[config.mk]
export PLATFORM = sky130hd
export DESIGN_NAME = fcw_walker
export DESIGN_NICKNAME = d
export VERILOG_FILES = /design/src/rtl/fcw_pkg.sv /design/src/rtl/fcw_walker.sv
export VERILOG_INCLUDE_DIRS = /design/src /design/src/rtl
export SDC_FILE = /design/constraint.sdc
export NUM_CORES = 1
export LEC_CHECK = 0
export BUFFER_PORTS_ARGS = -buffer_cell sky130_fd_sc_hd__buf_2
export CAP_MARGIN = 20
export CORE_MARGIN = 2
export CORE_UTILIZATION = 35
export CTS_CLUSTER_DIAMETER = 80
export DETAILED_ROUTE_END_ITERATION = 16
export SYNTH_ARGS = -nofsm -noshare
export SYNTH_HDL_FRONTEND = slang
export SYNTH_SLANG_ARGS = --single-unit
[constraint.sdc]
create_clock -name clk_i -period 7.9 [get_ports clk_i]
set_input_delay 1.185 -clock clk_i [delete_from_list [all_inputs] [get_ports clk_i]]
set_output_delay 1.185 -clock clk_i [all_outputs]
set_load 0.1 [all_outputs]
[src/rtl/fat12_cluster_chain_walker_top_assert.svh]
// Assertion macros for the FAT12 chain walker RTL (used by fcw_walker).
// Needs clk_i and rst_ni in the scope of each use.
`ifndef FAT12_CLUSTER_CHAIN_WALKER_TOP_ASSERT_SVH
`define FAT12_CLUSTER_CHAIN_WALKER_TOP_ASSERT_SVH

`ifndef NO_ASSERTIONS
`define FCW_ASSERT(lbl, prop, msg) \
  lbl: assert property (@(posedge clk_i) disable iff (!rst_ni) prop) else $error(msg);
`define FCW_ASSERT_ALWAYS(lbl, prop, msg) \
  lbl: assert property (@(posedge clk_i) prop) else $error(msg);
`else
`define FCW_ASSERT(lbl, prop, msg)
`define FCW_ASSERT_ALWAYS(lbl, prop, msg)
`endif

`endif

[src/rtl/fcw_pkg.sv]
// Types, codes and defaults for the FAT12 cluster chain walker.
// No dependencies.
package fcw_pkg;

  localparam int unsigned TABLE_BYTES_DEF = 6144;
  localparam int unsigned MAX_CHAIN_DEF   = 64;

  localparam int unsigned TBL_IDX_W  = 13;
  localparam int unsigned CLUSTER_W  = 12;
  localparam int unsigned SECTOR_W   = 20;
  localparam int unsigned FDS_W      = 16;
  localparam int unsigned SPC_W      = 8;
  localparam int unsigned CFG_IDX_W  = 1;
  localparam int unsigned CFG_DATA_W = 16;

  localparam logic [CFG_IDX_W-1:0] CFG_FIRST_DATA_SECTOR   = 1'd0;
  localparam logic [CFG_IDX_W-1:0] CFG_SECTORS_PER_CLUSTER = 1'd1;

  localparam logic [FDS_W-1:0] FDS_RESET = 16'd33;
  localparam logic [SPC_W-1:0] SPC_RESET = 8'd1;

  localparam logic [CLUSTER_W-1:0] LINK_END_MIN = 12'hFF8;
  localparam logic [CLUSTER_W-1:0] LINK_BAD_MIN = 12'hFF0;
  localparam logic [CLUSTER_W-1:0] FIRST_DATA_CLUSTER = 12'd2;

  typedef enum logic {
    CMD_WRITE = 1'b0,
    CMD_WALK  = 1'b1
  } cmd_e;

  typedef enum logic [1:0] {
    ST_OK       = 2'd0,
    ST_LINK_ERR = 2'd1,
    ST_TRUNC    = 2'd2
  } status_e;

  typedef struct packed {
    cmd_e                 cmd;
    logic [TBL_IDX_W-1:0] table_byte_index;
    logic [7:0]           table_byte_value;
    logic [CLUSTER_W-1:0] start_cluster;
  } in_item_t;

  typedef struct packed {
    logic [CLUSTER_W-1:0] cluster;
    logic [SECTOR_W-1:0]  data_sector;
    logic                 last;
    status_e              status;
  } out_item_t;

  typedef struct packed {
    logic                 we;
    logic [TBL_IDX_W-1:0] waddr;
    logic [7:0]           wdata;
    logic                 re;
    logic [TBL_IDX_W-1:0] raddr_lo;
    logic [TBL_IDX_W-1:0] raddr_hi;
  } tbl_req_t;

endpackage

[src/rtl/fcw_walker.sv]
// Command decode, chain walk sequencer, sector arithmetic and output register.
// Depends on fcw_pkg and the assertion macro header.
`include "fat12_cluster_chain_walker_top_assert.svh"

module fcw_walker #(
  parameter int unsigned TABLE_BYTES = fcw_pkg::TABLE_BYTES_DEF,
  parameter int unsigned MAX_CHAIN   = fcw_pkg::MAX_CHAIN_DEF
) (
  input  logic                               clk_i,
  input  logic                               rst_ni,
  input  logic                               cfg_we_i,
  input  logic [fcw_pkg::CFG_IDX_W-1:0]      cfg_idx_i,
  input  logic [fcw_pkg::CFG_DATA_W-1:0]     cfg_wdata_i,
  input  logic                               in_valid_i,
  output logic                               in_ready_o,
  input  fcw_pkg::in_item_t                  in_data_i,
  output logic                               out_valid_o,
  input  logic                               out_ready_i,
  output fcw_pkg::out_item_t                 out_data_o,
  output fcw_pkg::tbl_req_t                  tbl_req_o,
  input  logic [7:0]                         rdata_lo_i,
  input  logic [7:0]                         rdata_hi_i
);
  import fcw_pkg::*;

  localparam int unsigned CW = $clog2(MAX_CHAIN + 1);
  localparam int unsigned PW = TBL_IDX_W + 1;

  localparam logic [1:0] S_IDLE = 2'd0;
  localparam logic [1:0] S_READ = 2'd1;
  localparam logic [1:0] S_EVAL = 2'd2;
  localparam logic [1:0] S_BAD  = 2'd3;

  logic [1:0]           state_q, state_d;
  logic [CLUSTER_W-1:0] cur_c_q, cur_c_d;
  logic [CW-1:0]        cnt_q, cnt_d;
  logic [FDS_W-1:0]     fds_q;
  logic [SPC_W-1:0]     spc_q;
  logic [SECTOR_W-1:0]  prod_q;
  logic                 lo_oob_q;
  logic                 hi_oob_q;
  logic                 out_valid_q, out_valid_d;
  out_item_t            out_q;

  logic                 out_free;
  logic                 out_load;
  out_item_t            res;
  tbl_req_t             tbl_req;
  logic [PW-1:0]        c3;
  logic [PW-1:0]        pos;
  logic [PW-1:0]        pos1;
  logic [PW-1:0]        widx;
  logic [CLUSTER_W-1:0] cm2;
  logic [SECTOR_W-1:0]  prod;
  logic [SECTOR_W:0]    sum;
  logic [SECTOR_W-1:0]  sector;
  logic [7:0]           lo_byte;
  logic [7:0]           hi_byte;
  logic [CLUSTER_W-1:0] link;
  logic                 link_end;
  logic                 link_bad;
  logic                 chain_full;

  assign c3   = PW'({cur_c_q, 1'b0}) + PW'(cur_c_q);
  assign pos  = c3 >> 1;
  assign pos1 = pos + PW'(1);
  assign widx = PW'(in_data_i.table_byte_index);

  assign cm2  = cur_c_q - FIRST_DATA_CLUSTER;
  assign prod = SECTOR_W'(cm2) * SECTOR_W'(spc_q);
  assign sum  = (SECTOR_W + 1)'(fds_q) + (SECTOR_W + 1)'(prod_q);
  assign sector = sum[SECTOR_W] ? {SECTOR_W{1'b1}} : sum[SECTOR_W-1:0];

  assign lo_byte = lo_oob_q ? 8'd0 : rdata_lo_i;
  assign hi_byte = hi_oob_q ? 8'd0 : rdata_hi_i;
  assign link    = cur_c_q[0] ? {hi_byte, lo_byte[7:4]} : {hi_byte[3:0], lo_byte};

  assign link_end   = link >= LINK_END_MIN;
  assign link_bad   = (link < FIRST_DATA_CLUSTER) || (link >= LINK_BAD_MIN);
  assign chain_full = cnt_q == CW'(MAX_CHAIN - 1);

  assign out_free   = !out_valid_q || out_ready_i;
  assign in_ready_o = state_q == S_IDLE;

  always_comb begin
    state_d          = state_q;
    cur_c_d          = cur_c_q;
    cnt_d            = cnt_q;
    out_load         = 1'b0;
    res.cluster      = cur_c_q;
    res.data_sector  = sector;
    res.last         = 1'b0;
    res.status       = ST_OK;
    tbl_req.we       = 1'b0;
    tbl_req.waddr    = in_data_i.table_byte_index;
    tbl_req.wdata    = in_data_i.table_byte_value;
    tbl_req.re       = 1'b0;
    tbl_req.raddr_lo = pos[TBL_IDX_W-1:0];
    tbl_req.raddr_hi = pos1[TBL_IDX_W-1:0];
    unique case (state_q)
      S_IDLE: begin
        if (in_valid_i) begin
          if (in_data_i.cmd == CMD_WRITE) begin
            tbl_req.we = widx < PW'(TABLE_BYTES);
          end else begin
            cur_c_d = in_data_i.start_cluster;
            cnt_d   = '0;
            state_d = (in_data_i.start_cluster < FIRST_DATA_CLUSTER) ? S_BAD : S_READ;
          end
        end
      end
      S_READ: begin
        tbl_req.re = 1'b1;
        state_d    = S_EVAL;
      end
      S_EVAL: begin
        if (out_free) begin
          out_load = 1'b1;
          priority if (link_end) begin
            res.last = 1'b1;
            state_d  = S_IDLE;
          end else if (link_bad) begin
            res.last   = 1'b1;
            res.status = ST_LINK_ERR;
            state_d    = S_IDLE;
          end else if (chain_full) begin
            res.last   = 1'b1;
            res.status = ST_TRUNC;
            state_d    = S_IDLE;
          end else begin
            cur_c_d = link;
            cnt_d   = cnt_q + CW'(1);
            state_d = S_READ;
          end
        end
      end
      S_BAD: begin
        res.data_sector = '0;
        res.last        = 1'b1;
        res.status      = ST_LINK_ERR;
        if (out_free) begin
          out_load = 1'b1;
          state_d  = S_IDLE;
        end
      end
    endcase
  end

  always_comb begin
    out_valid_d = out_valid_q;
    if (out_load) begin
      out_valid_d = 1'b1;
    end else if (out_ready_i) begin
      out_valid_d = 1'b0;
    end
  end

  always_ff @(posedge clk_i or negedge rst_ni) begin
    if (!rst_ni) begin
      state_q     <= S_IDLE;
      cur_c_q     <= '0;
      cnt_q       <= '0;
      out_valid_q <= 1'b0;
      fds_q       <= FDS_RESET;
      spc_q       <= SPC_RESET;
    end else begin
      state_q     <= state_d;
      cur_c_q     <= cur_c_d;
      cnt_q       <= cnt_d;
      out_valid_q <= out_valid_d;
      if (cfg_we_i) begin
        unique case (cfg_idx_i)
          CFG_FIRST_DATA_SECTOR:   fds_q <= cfg_wdata_i;
          CFG_SECTORS_PER_CLUSTER: spc_q <= cfg_wdata_i[SPC_W-1:0];
        endcase
      end
    end
  end

  always_ff @(posedge clk_i) begin
    if (state_q == S_READ) begin
      prod_q   <= prod;
      lo_oob_q <= pos >= PW'(TABLE_BYTES);
      hi_oob_q <= pos1 >= PW'(TABLE_BYTES);
    end
    if (out_load) begin
      out_q <= res;
    end
  end

  assign out_valid_o = out_valid_q;
  assign out_data_o  = out_q;
  assign tbl_req_o   = tbl_req;

  `FCW_ASSERT(a_rw_excl, !(tbl_req.we && tbl_req.re), "table read and write in one cycle")
  `FCW_ASSERT(a_cnt_bound, cnt_q <= CW'(MAX_CHAIN - 1), "walk count beyond chain limit")
  `FCW_ASSERT(a_last_idle, (out_load && res.last) |=> state_q == S_IDLE, "walk continues after last")
  `FCW_ASSERT(a_walk_clus, (state_q == S_READ) |-> cur_c_q >= FIRST_DATA_CLUSTER, "read of cluster below two")

endmodule

Yosys cells after proc, flatten, opt, wreduce, memory -nomap -nowiden. Cells that the tools add are included.

Register bits after elaboration: 103. Logic and storage cells: 90. Output and inout port bits: 86.

Eq/ne operators: 11. Reduce and logical (&&, ||, !) cells: 11. Add/subtract/negate cells: 5. Bitwise operators: 1. $mul: 1. Muxes and demuxes: 41. Magnitude comparators: 7.

Operators with widths (count): two-way mux 12 bit (7); two-way mux 7 bit (6); >= comparator 12 bit, second input constant (2); less-than comparator 12 x 2 -> 1 bit, second input constant (2); case mux 12 bit (2 select lines) (1); adder 16 x 20 -> 21 bit (1); multiplier 12 x 8 -> 20 bit (1); two-way mux 20 bit (1); two-way mux 2 bit (8); two-way mux 8 bit (2); adder 13 x 1 -> 14 bit, second input constant (1); adder 13 x 12 -> 14 bit (1); >= comparator 14 x 13 -> 1 bit, second input constant (1); case mux 7 bit (2 select lines) (1); >= comparator 13 bit, second input constant (1); less-than comparator 13 bit, second input constant (1); != test 2 bit, second input constant (6); subtractor 12 x 2 -> 12 bit, second input constant (1); two-way mux 1 bit (10); two-way mux 3 bit (3); case mux 2 bit (4 select lines) (1); adder 7 x 1 -> 7 bit, second input constant (1); == test 7 x 6 -> 1 bit, second input constant (1); AND reduction 7 bit (1); other kinds (12) (16).

Depth between registers and ports, before layout. Gate-level depths: netlist of the first run.

Word-level depth: 8. Gate-level depth with buffers: 23.

Least setup slack after synthesis of the first run. No wires, ideal clock.

Kind: flip-flop to flip-flop. Start point: reg cur_c_q[2]. End point: reg prod_q[19] (data pin). Path slack: 2.032 ns. Arrival time: 5.602 ns. Buffers on the path: 1. Cell stages (with the launch flop): 23. Clock period less this slack: 5.868 ns. Library setup time: 0.265 ns. Cells stage by stage: dfrtp_1 inv_1 ha_1 nand2_1 nand2_1 a21boi_0 nand2_1 xnor2_1 nor2b_1 fa_1 fa_1 fa_1 inv_1 fa_1 inv_1 ha_1 clkbuf_1 a21o_1 a211o_1 a31oi_1 o31ai_1 and4_1 or3_1.

Cells in the longest elaborated chain, start to end: 2.

RTL lines: start: declaration (RTL line fcw_walker.sv:35) `logic [CLUSTER_W-1:0] cur_c_q, cur_c_d;`; start signal: assignment (RTL line fcw_walker.sv:168) `cur_c_q <= cur_c_d;`; subtractor 12 x 2 -> 12 bit (RTL line fcw_walker.sv:69) `assign cm2 = cur_c_q - FIRST_DATA_CLUSTER;`; multiplier 12 x 8 -> 20 bit (RTL line fcw_walker.sv:70) `assign prod = SECTOR_W'(cm2) * SECTOR_W'(spc_q);`; net prod[19] (RTL line fcw_walker.sv:54) `logic [SECTOR_W-1:0] prod;`; end signal: assignment (RTL line fcw_walker.sv:182) `prod_q <= prod;`; end: declaration (RTL line fcw_walker.sv:39) `logic [SECTOR_W-1:0] prod_q;`.

The timed path passes the listed nets, and every way through them passes these cells. A chain may end at the register's enable or synchronous reset.

Final worst setup path of the first run.
Start point: reg cur_c_q[1]. End point: reg prod_q[19] (data pin).

Same word-level chain as after synthesis.

==> qor.txt, run 1 <==
Outcome = finished, final reports clean
Cells after Synth = 941
Starting DRC count in detailed routing = 349
Largest net degree at the start of global routing = 47
Total CTS buffers = 9
# setup viols final = 0
Antenna violations before repair = 0
DRC = 0
Multi-input logic area = 5770 µm²
Distinct cells, synth = 70
Drt total wl = 20700 µm
Chip width = 168 µm
Synth Area in Adders = 0.242
Clock skew = 0.0112 ns
Grt ovf = 0
Global-route wire length before repair = 33400 µm
Fin crit period = 6.48 ns
Crit. End Element = flop
Max_cap viols = 0
Max frequency = 154 MHz
CTS H-tree depth = 3
Slew HR = 0.375
Core box area = 26200 µm²
Clock root buffer master = clkbuf_16
Post-route setup TNS = 0 ns
Vias per cell = 5.06
Die Y = 168 µm
Total routing usage reported by global routing = 0.146
Vias in the first global route = 6632
Worst setup path class = reg -> reg
Max Fanout on Critical Path = 13
Worst path cell trace = inv_1 -> ha_1 -> nand2b_1 -> and3_1 -> xnor2_1 -> nand2b_1 -> fa_1 -> inv_1 -> fa_1 -> fa_1 -> inv_1 -> fa_1 -> inv_1 -> ha_1 -> o21a_1 -> o21ai_0 -> a31oi_1 -> a31oi_1 -> o31ai_1 -> nor4_1 -> or3_1
Mux share of post-synthesis cell area = 0.0371
Crit path from = cur_c_q[1]
Hold Buf Count CTS = 0
Clk buf depth = 2
Synth area leaders = edfxtp_1 (18%), fa_1 (13%), dfrtp_1 (11%)
Startpoint of the worst hold path = fds_q[4]
Post-Synth XOR/XNOR Area = 0.0536
#FFs+latches synth = 103
Crit path launch type = flop
Post-synth top area share = 0.182
Sequential Area = 2870 µm²
Top-count cell post-synth = inv_1
Clk sinks = 103
Synth cell count leaders = inv_1 (103), ha_1 (83), fa_1 (62), edfxtp_1 (57), nor2b_1 (56)
Filler cells = 2553
Path category of the worst min-delay check = reg -> reg
Area growth, synth to finish = 10.3%
Drt first pass iters = 4
DRT antenna net count = 0
Post-cts resize count = 0
Synth area leader = edfxtp_1
Critical Path RT = 7.99 ns
Register area share after synthesis = 0.305
Number of synthesized flops with an enable pin = 57
Largest family of logic cells by synthesized area = adder cells
Most used DFF post-synth = edfxtp_1
IO buf count = 119
Syn_area_per_cell = 9.99 µm²
Mapped Nets = 1158
IO Count = 158
Final hold vios = 0
Slew @ Worst Pin = 0.937 ns
Final layout net count = 1231
Synth warn = 0
Final Max Slew Viols = 0
WP buf/inv = 4
Inserted Diodes = 0
Die footprint = 28200 µm²
Arrival @ worst endpoint = 6.58 ns
Via count = 6848
Worst skew pair latency = 0.35 ns
Crit-path slowest cell = dfrtp_1
Clock-pin slew on the worst setup and hold paths = 0.06 ns
CTS tree = yes
CP top delay family = adder cells
HPWL after DPL = 16300 µm
Synth Area in Simple Gates = 0.155
Rows = 59
DR WL/cell = 15.3 µm
RSZ-0062 raised after global routing = false
Final RePlAce weighted congestion = 0.866
Post-Syn Area = 9400 µm²
Final Cycle Share = 0.821
Delay of the slowest critical-path stage = 0.65 ns
Asr flop ratio synth = 0.447
Share of cells above drive strength 1 = 0.170
Post-CTS setup buffer count = 0
Reg2reg start = cur_c_q[1]
Starting Density = 0.359
Synth Area in Compound Gates = 0.125
[state kept, by name, indices dropped and copies added (netlist names)]
name	count
cnt_q	7
cur_c_q	12
fds_q	16
hi_oob_q	1
lo_oob_q	1
out_data_o	35
out_valid_o	1
prod_q	20
spc_q	8
state_q	2
[worst paths after layout]
kind                       depth (start not counted)  slack [ns]         end
min reg2reg                                        1        0.52    fds_q[4]
max in group asynchronous                          2        6.55   fds_q[12]
max                                               21        1.42  prod_q[19]
min                                                1        0.52    fds_q[4]
max reg2reg                                       21        1.42  prod_q[19]
min in group asynchronous                          2        0.92    cnt_q[3]
[layer usage]
metal | wire (µm) | GRT usage | vias to the layer above
met2 | 10200 | 0.246 | 127
li1 | - | - | 3355
met5 | 0 | 0 | -
met1 | 9600 | 0.199 | 3352
met4 | 170 | 0.0401 | 0
met3 | 667 | 0.0193 | 14
[area by class of cell]
cell class              count  share of cell area
repair buffers            123              0.0603
clock buffers              14              0.0235
well taps                 335              0.0404
inverters                 103              0.0373
clock inverters             2             0.00579
flip-flops and latches    103               0.276
multi-input cells         674               0.556
[per-stage QoR]
stage | worst slack [ns] | hold slack, ns | util | instances | area (µm²)
final | 1.42 | 0.517 | 0.396 | 1354 | 10400
after global routing | 0.962 | 0.540 | 0.396 | 1354 | 10400
after CTS | 1.45 | 0.518 | 0.396 | 1354 | 10400
after detailed placement | 1.48 | 0.504 | 0.384 | 1338 | 10100
after global placement | 1.66 | 0.498 | 0.384 | 1338 | 10100
after floorplan | 2.03 | 0.478 | - | 941 | 9400
[cells in the final DEF (no fill, tap or decap), types with 5 or more instances in the layout]
| master | count |
|---|---|
| a211oi_1 | 11 |
| a21o_1 | 20 |
| a21oi_1 | 55 |
| a31oi_1 | 9 |
| and2_1 | 32 |
| and3_1 | 12 |
| buf_2 | 119 |
| clkbuf_1 | 5 |
| clkbuf_16 | 9 |
| dfrtp_1 | 43 |
| edfxtp_1 | 57 |
| fa_1 | 62 |
| ha_1 | 83 |
| inv_1 | 103 |
| mux2_2 | 23 |
| mux2i_1 | 9 |
| nand2_1 | 52 |
| nand2b_1 | 19 |
| nand3_1 | 15 |
| nand4_1 | 6 |
| nor2_1 | 26 |
| nor2b_1 | 55 |
| nor3_1 | 13 |
| nor4_1 | 8 |
| o21a_1 | 7 |
| o21ai_0 | 16 |
| o21ai_1 | 17 |
| xnor2_1 | 35 |
| xor2_1 | 17 |
[worst register-to-register path, cell delays in order (launching register included)]
cell	delay (ns)
dfrtp_1	0.65
inv_1	0.15
ha_1	0.27
nand2b_1	0.16
and3_1	0.23
xnor2_1	0.56
nand2b_1	0.22
fa_1	0.42
inv_1	0.08
fa_1	0.43
fa_1	0.54
inv_1	0.05
fa_1	0.52
inv_1	0.04
ha_1	0.36
o21a_1	0.17
o21ai_0	0.08
a31oi_1	0.23
a31oi_1	0.16
o31ai_1	0.45
nor4_1	0.09
or3_1	0.36
[kinds of logic after synthesis]
logic type | after synthesis
AOI/OAI and AO/OA | 179
xor gates and xnor gates | 55
adders and majority gates | 145
buffers and inverters | 164
DFF | 103
muxes | 32
and+or+nand+nor | 263
Power of run 1 is left out: the tool's default activity adds up to more than one toggle a clock period on the data nets, which glitch-free logic cannot reach.
==> run 2: changes to the inputs <==
==> constraint.sdc (replaced) <==
create_clock -name clk_i -period 5.5 [get_ports clk_i]
set_input_delay 0.825 -clock clk_i [delete_from_list [all_inputs] [get_ports clk_i]]
set_output_delay 0.825 -clock clk_i [all_outputs]
set_load 0.1 [all_outputs]
==> qor.txt, run 2 (synthesis gave the netlist of run 1 again) <==
Worst slack at placement = -0.194 ns
Arrival @ worst endpoint = 5.46 ns
Worst setup path class = reg -> reg
Crit. End Element = flop
Slew @ Worst Pin = 0.919 ns
Commonest non-fill, non-tap cell in the layout = buf_2
IO Count = 158
Die Y = 168 µm
Critical Path RT = 5.61 ns
Top cell by count, worst path = fa_1
DRT antenna net count = 0
CP top delay family = adder cells
Outcome = finished, final reports clean
CTS H-tree depth = 3
Slew HR = 0.387
Crit path from = cur_c_q[2]
Final hold vios = 0
DRC = 0
Drt total wl = 22500 µm
Crit-path slowest cell = fa_1
Final Cycle Share = 0.973
CTS tree = yes
Chip width = 168 µm
Starting Density = 0.359
Clock root buffer master = clkbuf_16
Share of cells above drive strength 1 = 0.261
Rows = 59
IO buf count = 119
Max reg flops = 35
Max_cap viols = 0
Starting DRC count in detailed routing = 440
Reg2reg start = cur_c_q[2]
Final layout net count = 1280
Final Max Slew Viols = 0
Die footprint = 28200 µm²
Startpoint of the worst hold path = fds_q[4]
Drt first pass iters = 5
Final RePlAce weighted congestion = 0.834
Crit path launch type = flop
Clk buf depth = 2
Worst skew pair latency = 0.35 ns
Total CTS buffers = 9
DR WL/cell = 16.0 µm
Worst path cell trace = inv_2 -> ha_2 -> nand2b_1 -> and3_4 -> nand2_2 -> xnor2_4 -> nor2b_1 -> fa_1 -> fa_1 -> fa_1 -> inv_1 -> fa_1 -> inv_1 -> ha_4 -> and3_1 -> and3_1 -> a211oi_2 -> o211ai_1 -> a21o_1 -> a21o_1 -> xor2_1
Multi-input logic area = 6190 µm²
Clock skew = 0.0102 ns
# setup viols final = 0
Filler cells = 2489
Largest net degree at the start of global routing = 47
Path category of the worst min-delay check = reg -> reg
RSZ-0062 raised after global routing = true
Delay of the slowest critical-path stage = 0.52 ns
Total routing usage reported by global routing = 0.161
Core box area = 26200 µm²
WP buf/inv = 3
Antenna violations before repair = 0
Post-route setup slack = 0.150 ns
Vias in the first global route = 7195
Grt ovf = 0
Global-route wire length before repair = 36100 µm
Vias per cell = 5.07
Max Fanout on Critical Path = 5
Hold Buf Count CTS = 0
HPWL after DPL = 17400 µm
Via count = 7118
Clk sinks = 103
Clock-pin slew on the worst setup and hold paths = 0.07 ns
Most frequent cells in the layout = buf_2 (119), inv_1 (97), ha_1 (73)
Fin crit period = 5.35 ns
Max frequency = 187 MHz
Inserted Diodes = 0
Sequential Area = 2870 µm²
Area growth, synth to finish = 19.1%
-- run 2: cell types whose count changed in the layout (fill, tap and decap cells not counted), moves of 7 or more --
cell / previous run / this run
xnor2_1: 35 / 28
xnor2_4: 0 / 7
buf_4: 4 / 47
ha_4: 0 / 9
nand2_2: 0 / 7
nand2_1: 52 / 43
ha_1: 83 / 73
-- run 2: through the flow --
stage               instances  hold slack (ns)   util  TNS, ns  area, µm²
floorplan                 941            0.478      -        0       9500
global placement         1370            0.497  0.397  -0.0187      10400
detailed placement       1370            0.503  0.397   -0.461      10400
CTS                      1391            0.524  0.415        0      10900
global route             1403            0.531  0.427   -0.179      11200
finish                   1403            0.520  0.427        0      11200
-- run 2: cell type report --
type,instances,share of cell area
clock buffer,11,0.0236
clock inverter,5,0.00380
inverter,103,0.0345
multi-input combinational,674,0.553
sequential,103,0.256
tap,335,0.0374
timing repair buffer,172,0.0915
-- run 2: path summary, 6_finish.rpt --
check | end | slack (ns) | cells after the start
max | prod_q[16] | 0.15 | 21
min | fds_q[4] | 0.52 | 1
max reg2reg | prod_q[16] | 0.15 | 21
min reg2reg | fds_q[4] | 0.52 | 1
max in group asynchronous | cur_c_q[1] | 4.44 | 2
min in group asynchronous | fds_q[9] | 0.56 | 2
-- run 2: timing repair --
item	4_1_cts	5_1_grt
gates resized for setup	17	40
buffers inserted	5	12
setup endpoints to repair	3	4
pin swaps	16	46
hold endpoints to repair	0	0
-- run 2: routing by layer --
layer | global-route usage | routed length, µm | part of all wire | vias up
li1 | - | - | - | 3447
met1 | 0.202 | 9950 | 0.44 | 3443
met2 | 0.277 | 10900 | 0.49 | 195
met3 | 0.0301 | 968 | 0.043 | 33
met4 | 0.0567 | 614 | 0.027 | 0
met5 | 0 | 0 | 0 | -
Power of run 2 is left out for the same reason.
==> run 3: changes to the inputs <==
--- a/config.mk
+++ b/config.mk
@@ -10,6 +10,7 @@
 export CAP_MARGIN = 20
 export CORE_MARGIN = 2
 export CORE_UTILIZATION = 35
+export CTS_BUF_LIST = sky130_fd_sc_hd__clkbuf_8
 export CTS_CLUSTER_DIAMETER = 80
 export DETAILED_ROUTE_END_ITERATION = 16
 export SYNTH_ARGS = -nofsm -noshare
==> constraint.sdc (replaced) <==
create_clock -name clk_i -period 4.3 [get_ports clk_i]
set_input_delay 0.645 -clock clk_i [delete_from_list [all_inputs] [get_ports clk_i]]
set_output_delay 0.645 -clock clk_i [all_outputs]
set_load 0.1 [all_outputs]
==> qor.txt, run 3 (synthesis gave the netlist of run 1 again) <==
CTS tree = yes
HPWL after DPL = 18700 µm
Clock skew = 0.0149 ns
Met2 usage = 0.307
DR WL/cell = 16.4 µm
Antenna violations before repair = 1
Worst setup path class = reg -> reg
Failing checks = setup timing
IO Count = 158
Clock root buffer master = clkbuf_8
Met3 usage = 0.0256
Outcome = finished, violations left
Rows = 59
Hold Buf Count CTS = 0
Chip width = 168 µm
# setup viols final = 12
Post-route setup slack = -1.02 ns
Reg2reg start = cur_c_q[2]
Crit. End Element = flop
Final layout net count = 1334
Filler cells = 2509
Drt first pass iters = 5
Share of cells above drive strength 1 = 0.331
DP Cell Count = 1426
Clk buf depth = 2
Vias per cell = 5.03
Final Max Slew Viols = 0
Sequential Area = 2870 µm²
Final RePlAce weighted congestion = 0.845
RSZ-0062 raised after global routing = true
Max frequency = 188 MHz
Clock-pin slew on the worst setup and hold paths = 0.11 ns
Inserted Diodes = 0
Most frequent cells in the layout = buf_2 (114), buf_4 (95), inv_1 (89)
R2R Path End = prod_q[16]
Multi-input logic area = 6410 µm²
Final Cycle Share = 1.24
Worst Reg-to-Reg Cells = 24
IO buf count = 119
R2r setup slk = -1.02 ns
Grt ovf = 0
Vias in the first global route = 7710
CTS H-tree depth = 3
Crit path launch type = flop
Arrival @ worst endpoint = 5.48 ns
Area growth, synth to finish = 26.0%
Slew @ Worst Pin = 0.888 ns
DRC = 0
Starting DRC count in detailed routing = 311
Die Y = 168 µm
Path category of the worst min-delay check = in -> async
Total routing usage reported by global routing = 0.173
Worst skew pair latency = 0.39 ns
Commonest non-fill, non-tap cell in the layout = buf_2
Fin crit period = 5.32 ns
Clk sinks = 103
Max reg flops = 35
Drt total wl = 23900 µm
Final hold vios = 0
Crit path from = cur_c_q[2]
Global-route wire length before repair = 38900 µm
Global route hottest layer = met2
Critical Path RT = 4.46 ns
DRT antenna net count = 0
Slew HR = 0.407
M1 GR Usage = 0.218
Non-Filler Instances = 1457
Starting Density = 0.359
Die footprint = 28200 µm²
Max_cap viols = 0
Max Fanout on Critical Path = 4
Total CTS buffers = 9
Via count = 7323
Core box area = 26200 µm²
Largest net degree at the start of global routing = 38
-- run 3: final cells by class --
class	count	area share
multi-input cells	674	0.541
clock inverters	6	0.00623
flip-flops and latches	103	0.242
well taps	335	0.0354
clock buffers	10	0.0116
repair buffers	226	0.131
inverters	103	0.0328
-- run 3: per-layer routing --
metal / routed length (µm) / vias to the layer above
li1: - / 3546
met1: 10600 / 3559
met2: 11800 / 185
met3: 929 / 33
met4: 485 / 0
met5: 0 / -
-- run 3: worst max path at each step --
| stage | end | slack [ns] |
|---|---|---|
| after floorplan | prod_q[19] | -0.96 |
| after global placement | prod_q[19] | -0.96 |
| after detailed placement | prod_q[19] | -1.13 |
| after CTS | prod_q[19] | -0.94 |
| after global routing | prod_q[19] | -1.28 |
| final | prod_q[16] | -1.02 |
-- run 3: critical path, cell delays in order (launching register included) --
cell      delay, ns
dfrtp_1        0.40
inv_4          0.08
ha_4           0.17
nand2_4        0.06
nand2_4        0.07
a21boi_4       0.20
nand2_2        0.12
xnor2_4        0.15
nand2b_4       0.15
fa_1           0.49
inv_2          0.04
fa_1           0.50
fa_1           0.52
inv_1          0.05
fa_1           0.51
inv_2          0.05
ha_4           0.23
buf_6          0.11
a21o_1         0.14
a21o_1         0.17
a211oi_2       0.25
o211ai_1       0.15
a21o_1         0.20
a21o_1         0.16
xor2_1         0.13
-- run 3: stage by stage --
| step | setup TNS (ns) | cell area, µm² | hold slack [ns] | utilization | worst slack (ns) |
|---|---|---|---|---|---|
| 2_1_floorplan | -5.75 | 9620 | 0.349 | - | -0.959 |
| 3_3_place_gp | -7.00 | 11100 | 0.500 | 0.422 | -0.964 |
| 3_5_place_dp | -8.62 | 11100 | 0.504 | 0.422 | -1.13 |
| 4_1_cts | -6.84 | 11600 | 0.207 | 0.443 | -0.944 |
| 5_1_grt | -9.91 | 11800 | 0.223 | 0.452 | -1.28 |
| 6_report | -7.57 | 11800 | 0.210 | 0.452 | -1.02 |
-- run 3: repair_timing --
| action | 4_1_cts | 5_1_grt |
|---|---|---|
| setup buffers | 10 | 7 |
| pin swaps | 39 | 43 |
| gates resized for setup | 55 | 40 |
| endpoints found under the setup margin | 16 | 18 |
Power of run 3 is left out for the same reason.
